--- src/rtl/negative_film_inversion_core_macros.svh ---
// assertion helpers included by the core module
`ifndef NEGATIVE_FILM_INVERSION_CORE_MACROS_SVH
`define NEGATIVE_FILM_INVERSION_CORE_MACROS_SVH

// same-cycle implication, sampled on clk, off during reset
`define NFI_ASSERT_NOW(label, ante, cons, msg) \
    label: assert property (@(posedge clk) disable iff (!rst_n) (ante) |-> (cons)) \
        else $error(msg);

// next-cycle implication, sampled on clk, off during reset
`define NFI_ASSERT_NEXT(label, ante, cons, msg) \
    label: assert property (@(posedge clk) disable iff (!rst_n) (ante) |=> (cons)) \
        else $error(msg);

`endif

--- src/rtl/nfi_pkg.sv ---
package nfi_pkg;

    localparam int SAMPLE_W = 16;
    localparam int RATIO_W  = 23;
    localparam int LOG_W    = 21;
    localparam int RESULT_W = 24;
    localparam int CFG_INDEX_W = 3;

    localparam logic [RATIO_W-1:0] RATIO_MAX = 23'h7FFFFF;

    // stage counts of the datapath units
    localparam int DIV_LAT  = 24;
    localparam int LOG_LAT  = 17;
    localparam int EXP_LAT  = 19;
    localparam int CORE_LAT = DIV_LAT + LOG_LAT + EXP_LAT;

    // register indexes
    localparam logic [CFG_INDEX_W-1:0] CFG_ENABLE       = 3'd0;
    localparam logic [CFG_INDEX_W-1:0] CFG_BASE_RED     = 3'd1;
    localparam logic [CFG_INDEX_W-1:0] CFG_BASE_GREEN   = 3'd2;
    localparam logic [CFG_INDEX_W-1:0] CFG_BASE_BLUE    = 3'd3;
    localparam logic [CFG_INDEX_W-1:0] CFG_LIGHT_OFFSET = 3'd4;
    localparam logic [CFG_INDEX_W-1:0] CFG_GAMMA_GREEN  = 3'd5;
    localparam logic [CFG_INDEX_W-1:0] CFG_GAMMA_BLUE   = 3'd6;

    typedef logic [SAMPLE_W-1:0]        sample_t;
    typedef logic [RATIO_W-1:0]         ratio_t;
    typedef logic signed [LOG_W-1:0]    log_t;
    typedef logic signed [RESULT_W-1:0] result_t;

    typedef struct packed {
        sample_t red;
        sample_t green;
        sample_t blue;
    } pix_t;

    // truncated integer square root, elaboration only
    function automatic logic [63:0] isqrt64(input logic [63:0] v);
        logic [63:0] rem;
        logic [63:0] res;
        logic [63:0] bval;
        rem  = v;
        res  = '0;
        bval = 64'h4000_0000_0000_0000;
        for (int i = 0; i < 32; i++)
        begin
            if (rem >= res + bval)
            begin
                rem = rem - (res + bval);
                res = (res >> 1) + bval;
            end
            else
            begin
                res = res >> 1;
            end
            bval = bval >> 2;
        end
        return res;
    endfunction

    // 2^(2^-k) in Q1.30 along the square root chain
    function automatic logic [30:0] root_const(input int k);
        logic [63:0] c;
        c = 64'h8000_0000;
        for (int j = 1; j <= k; j++)
        begin
            c = isqrt64(c << 30);
        end
        return c[30:0];
    endfunction

endpackage

--- src/rtl/nfi_div.sv ---
module nfi_div (
    input  logic             clk,
    input  logic             ce,
    input  nfi_pkg::sample_t base,
    input  nfi_pkg::sample_t sample,
    output nfi_pkg::ratio_t  ratio,
    output logic             ovf
);
    import nfi_pkg::*;

    logic [31:0]         rem_reg [0:RATIO_W-1];
    logic [SAMPLE_W-1:0] dvs_reg [0:RATIO_W-1];
    ratio_t              quo_reg [0:RATIO_W];
    logic                sat_reg [0:RATIO_W];

    // quotient reaches 2^23 exactly when base >= sample * 128
    always_ff @(posedge clk)
    begin
        if (ce)
        begin
            rem_reg[0] <= {base, 16'h0000};
            dvs_reg[0] <= sample;
            quo_reg[0] <= '0;
            sat_reg[0] <= (sample == '0) || ({7'b0, base} >= {sample, 7'b0});
        end
    end

    for (genvar k = 0; k < RATIO_W; k++)
    begin : g_bit
        localparam int SH = RATIO_W - 1 - k;
        localparam ratio_t MASK = ratio_t'(1) << SH;
        logic [38:0] dd;
        logic [38:0] rr;
        logic [38:0] diff;
        logic        ge;

        assign dd   = {23'b0, dvs_reg[k]} << SH;
        assign rr   = {7'b0, rem_reg[k]};
        assign ge   = (rr >= dd);
        assign diff = rr - dd;

        always_ff @(posedge clk)
        begin
            if (ce)
            begin
                quo_reg[k+1] <= ge ? (quo_reg[k] | MASK) : quo_reg[k];
                sat_reg[k+1] <= sat_reg[k];
            end
        end

        if (k < RATIO_W - 1)
        begin : g_carry
            always_ff @(posedge clk)
            begin
                if (ce)
                begin
                    rem_reg[k+1] <= ge ? diff[31:0] : rem_reg[k];
                    dvs_reg[k+1] <= dvs_reg[k];
                end
            end
        end
    end

    assign ratio = sat_reg[RATIO_W] ? RATIO_MAX : quo_reg[RATIO_W];
    assign ovf   = sat_reg[RATIO_W];
endmodule

--- config.mk ---
export PLATFORM = sky130hd
export DESIGN_NAME = nfi_div
export DESIGN_NICKNAME = d
export VERILOG_FILES = /design/src/rtl/negative_film_inversion_core_macros.svh /design/src/rtl/nfi_pkg.sv /design/src/rtl/nfi_div.sv
export SDC_FILE = /design/constraint.sdc
export NUM_CORES = 2
export LEC_CHECK = 0
export BUFFER_PORTS_ARGS = -buffer_cell sky130_fd_sc_hd__buf_2
export CORE_MARGIN = 2
export CORE_UTILIZATION = 52
export DETAILED_ROUTE_END_ITERATION = 6
export HOLD_SLACK_MARGIN = 0.06
export PLACE_DENSITY = 0.79
export SYNTH_ARGS = -nofsm -noshare
export SYNTH_HDL_FRONTEND = slang
export SYNTH_SLANG_ARGS = --single-unit
export TNS_END_PERCENT = 10
--- constraint.sdc ---
create_clock -name clk -period 10.3 [get_ports clk]
set_input_delay 1.545 -clock clk [delete_from_list [all_inputs] [get_ports clk]]
set_output_delay 1.545 -clock clk [all_outputs]
set_load 0.02 [all_outputs]
==> results.json <==
{
  "num_vias": 35844,
  "post-route-cell-area_um2": 64200,
  "antenna_found_initial": 3,
  "dieArea_um2": 115000,
  "via_per_inst": 5.63,
  "tns_ns": 0,
  "synthesis.area_um2": 58200,
  "synthTopCellsByArea": "edfxtp_1 60%, ha_1 7.6%, inv_1 2.9%",
  "drc_errors": 0,
  "timing.fmax_mhz": 240,
  "track_usage_pct": 18.9,
  "status": "completed",
  "cts_buffers": 116,
  "setup_viol": 0,
  "required_ns": 10.76,
  "power_mw": 15.6,
  "crit_fanout": 28,
  "ctsResizeCount": 0,
  "rows": 122,
  "totalWireLength_um": 110000,
  "cts.sinks": 1156,
  "grt_pass1_wl_um": 178000,
  "layout.cells.non_filler": 6365,
  "largest_reg_flops": 488,
  "drive_gt1_share_pct": 9.97,
  "start_kind": "flop",
  "final_hold_viol_count": 0,
  "avgRoutedWirePerCell_um": 17.2,
  "drt-pass1-iter-count": 6,
  "yosysTopAreaCell": "edfxtp_1",
  "drt_iter0_drc": 2826,
  "placed_cell_area_um2": 60300,
  "start_util_pct": 52.5,
  "nets": 5189,
  "cts-root-buf": "clkbuf_16",
  "whs_ns": 0.404,
  "drv_cap": 0,
  "synth.distinct_cells": 85,
  "worst_hold_path_type": "flop to flop",
  "crit_type": "flop to flop",
  "leakagePower_nw": 24.7,
  "synthArstFlopShare_pct": 0,
  "die_x_um": 339,
  "fin_crit_sh_pct": 40.4,
  "crit_arrival_ns": 4.63,
  "synth_seq_cells": 1156,
  "syn_nets": 5057,
  "synth_ff_type": "edfxtp_1",
  "ioPinCount": 58,
  "grt_pass1_vias": 35473,
  "cts_max_path_buffers": 3,
  "antenna_left": 0,
  "dp_cells": 6148,
  "ys_top_cells_by_count": "1,156 x edfxtp_1, 456 x inv_1, 355 x ha_1",
  "synth_edf_count": 1156,
  "cts_tree": "built",
  "layout_min_cycle_time_ns": 4.16,
  "finalClockSkew_ns": 0.0302,
  "grt_max_degree": 206,
  "power_density_nw_per_um2": 243,
  "yosys_warnings": 0,
  "rsz0062_at_grt": "no",
  "postLayoutCoreUtil_pct": 58.0,
  "postSynthCellCount": 4646,
  "cp-end-kind": "flop",
  "maxSlewHeadroom_pct": 21.5,
  "fp.coreArea_um2": 111000,
  "tightest_slew_ns": 1.18,
  "grt-ovfl-total": 0,
  "max-vdd-ir-drop_mv": 0.173,
  "dp_hpwl_um": 79000,
  "antenna_cells": 0,
  "slew_viol_final": 0,
  "areaGrowthSynthToFinish_pct": 10.4,
  "io_buffers": 57,
  "synth.most_common_cell": "edfxtp_1",
  "place_worst_setup_slack_ns": 6.03,
  "cts.hold.buffers_added": 0,
  "clk_pin_slew_worst_paths_ns": 0.06,
  "synth.top_cell.area_share_pct": 59.6,
  "cts_max_level": 3,
  "place_congestion": 0.893,
  "syn_avg_cell_area_um2": 12.5,
  "fin_ws_ns": 6.14,
  "clk_latency_ns": 0.71,
  "yosysSeqAreaShare_pct": 59.6,
  "dieHeight_um": 339,
  "post_cts_buffers": 0
}
## metal layers
| layer | vias to the layer above | wire length, µm | global-route usage [%] |
|---|---|---|---|
| met5 | - | 0 | 0 |
| met4 | 0 | 4530 | 7.94 |
| met3 | 298 | 4720 | 2.74 |
| met2 | 944 | 55100 | 33.6 |
| met1 | 17146 | 45200 | 23.0 |
| li1 | 17456 | - | - |
## final timing paths
check / cells after the start / slack [ns] / startpoint / endpoint
setup / recovery: 9 / 6.14 / rem_reg[2][162] / rem_reg[2][194]
hold / removal: 0 / 0.40 / quo_reg[4][88] / quo_reg[5][19]
setup reg to reg: 9 / 6.14 / rem_reg[2][162] / rem_reg[2][194]
hold reg to reg: 0 / 0.40 / quo_reg[4][88] / quo_reg[5][19]
## report_power, final
group	leakage, nW	internal [mW]	switching [mW]	total [mW]
sequential	11.2	6.29	0.543	6.83
clock	1.92	2.52	1.77	4.29
combinational	11.6	1.98	2.50	4.49
## final cells by class
cell class	count	area, µm²
Clock buffer	131	3000
Clock inverter	86	920
Tap cell	1488	1860
Inverter	457	1720
Timing Repair Buffer	83	541
Multi-Input combinational cell	2964	21500
Fill cell	8652	46600
Sequential cell	1156	34700
## kinds of logic after synthesis
family                   after synthesis  synth area share (%)
XOR/XNOR                             354                  5.33
AO/OA/AOI/OAI                        970                  10.5
multiplexers                         141                  2.69
AND/OR/NAND/NOR                     1122                  9.98
adder cells (fa/ha/maj)              377                  8.39
buffers and inverters                526                  3.49
flip-flops                          1156                  59.6
## placed cells by master, fill, tap and decap left out, types with 22 or more instances in the layout
master and count:
or4_1 24, nand3_1 64, nand4_1 44, buf_4 22, nor3_1 102, and3_1 22, or2_2 50, xor2_1 160
a21oi_1 291, o21bai_1 22, a211oi_1 29, nor2_1 241, o21a_1 54, a21o_1 97, o21ai_0 249, nor2b_1 61
nor4_1 52, clkbuf_16 118, o31ai_1 33, o211ai_1 25, fa_1 22, or3_1 41, a31oi_1 24, edfxtp_1 1156
nand2_1 267, nand2b_1 52, clkinv_2 24, ha_1 355, clkinv_1 24, mux2_2 117, inv_1 456, buf_2 56
xnor2_1 194
## worst max-delay path, stage by stage (launching register included)
cell,delay [ns]
edfxtp_1,0.44
ha_1,0.34
nor2b_1,0.15
o31ai_1,0.46
a21oi_1,0.25
o311ai_0,0.61
a21oi_1,0.31
nor3_4,0.52
buf_4,0.45
mux2_1,0.36
(Power assumes the default switching activity.)
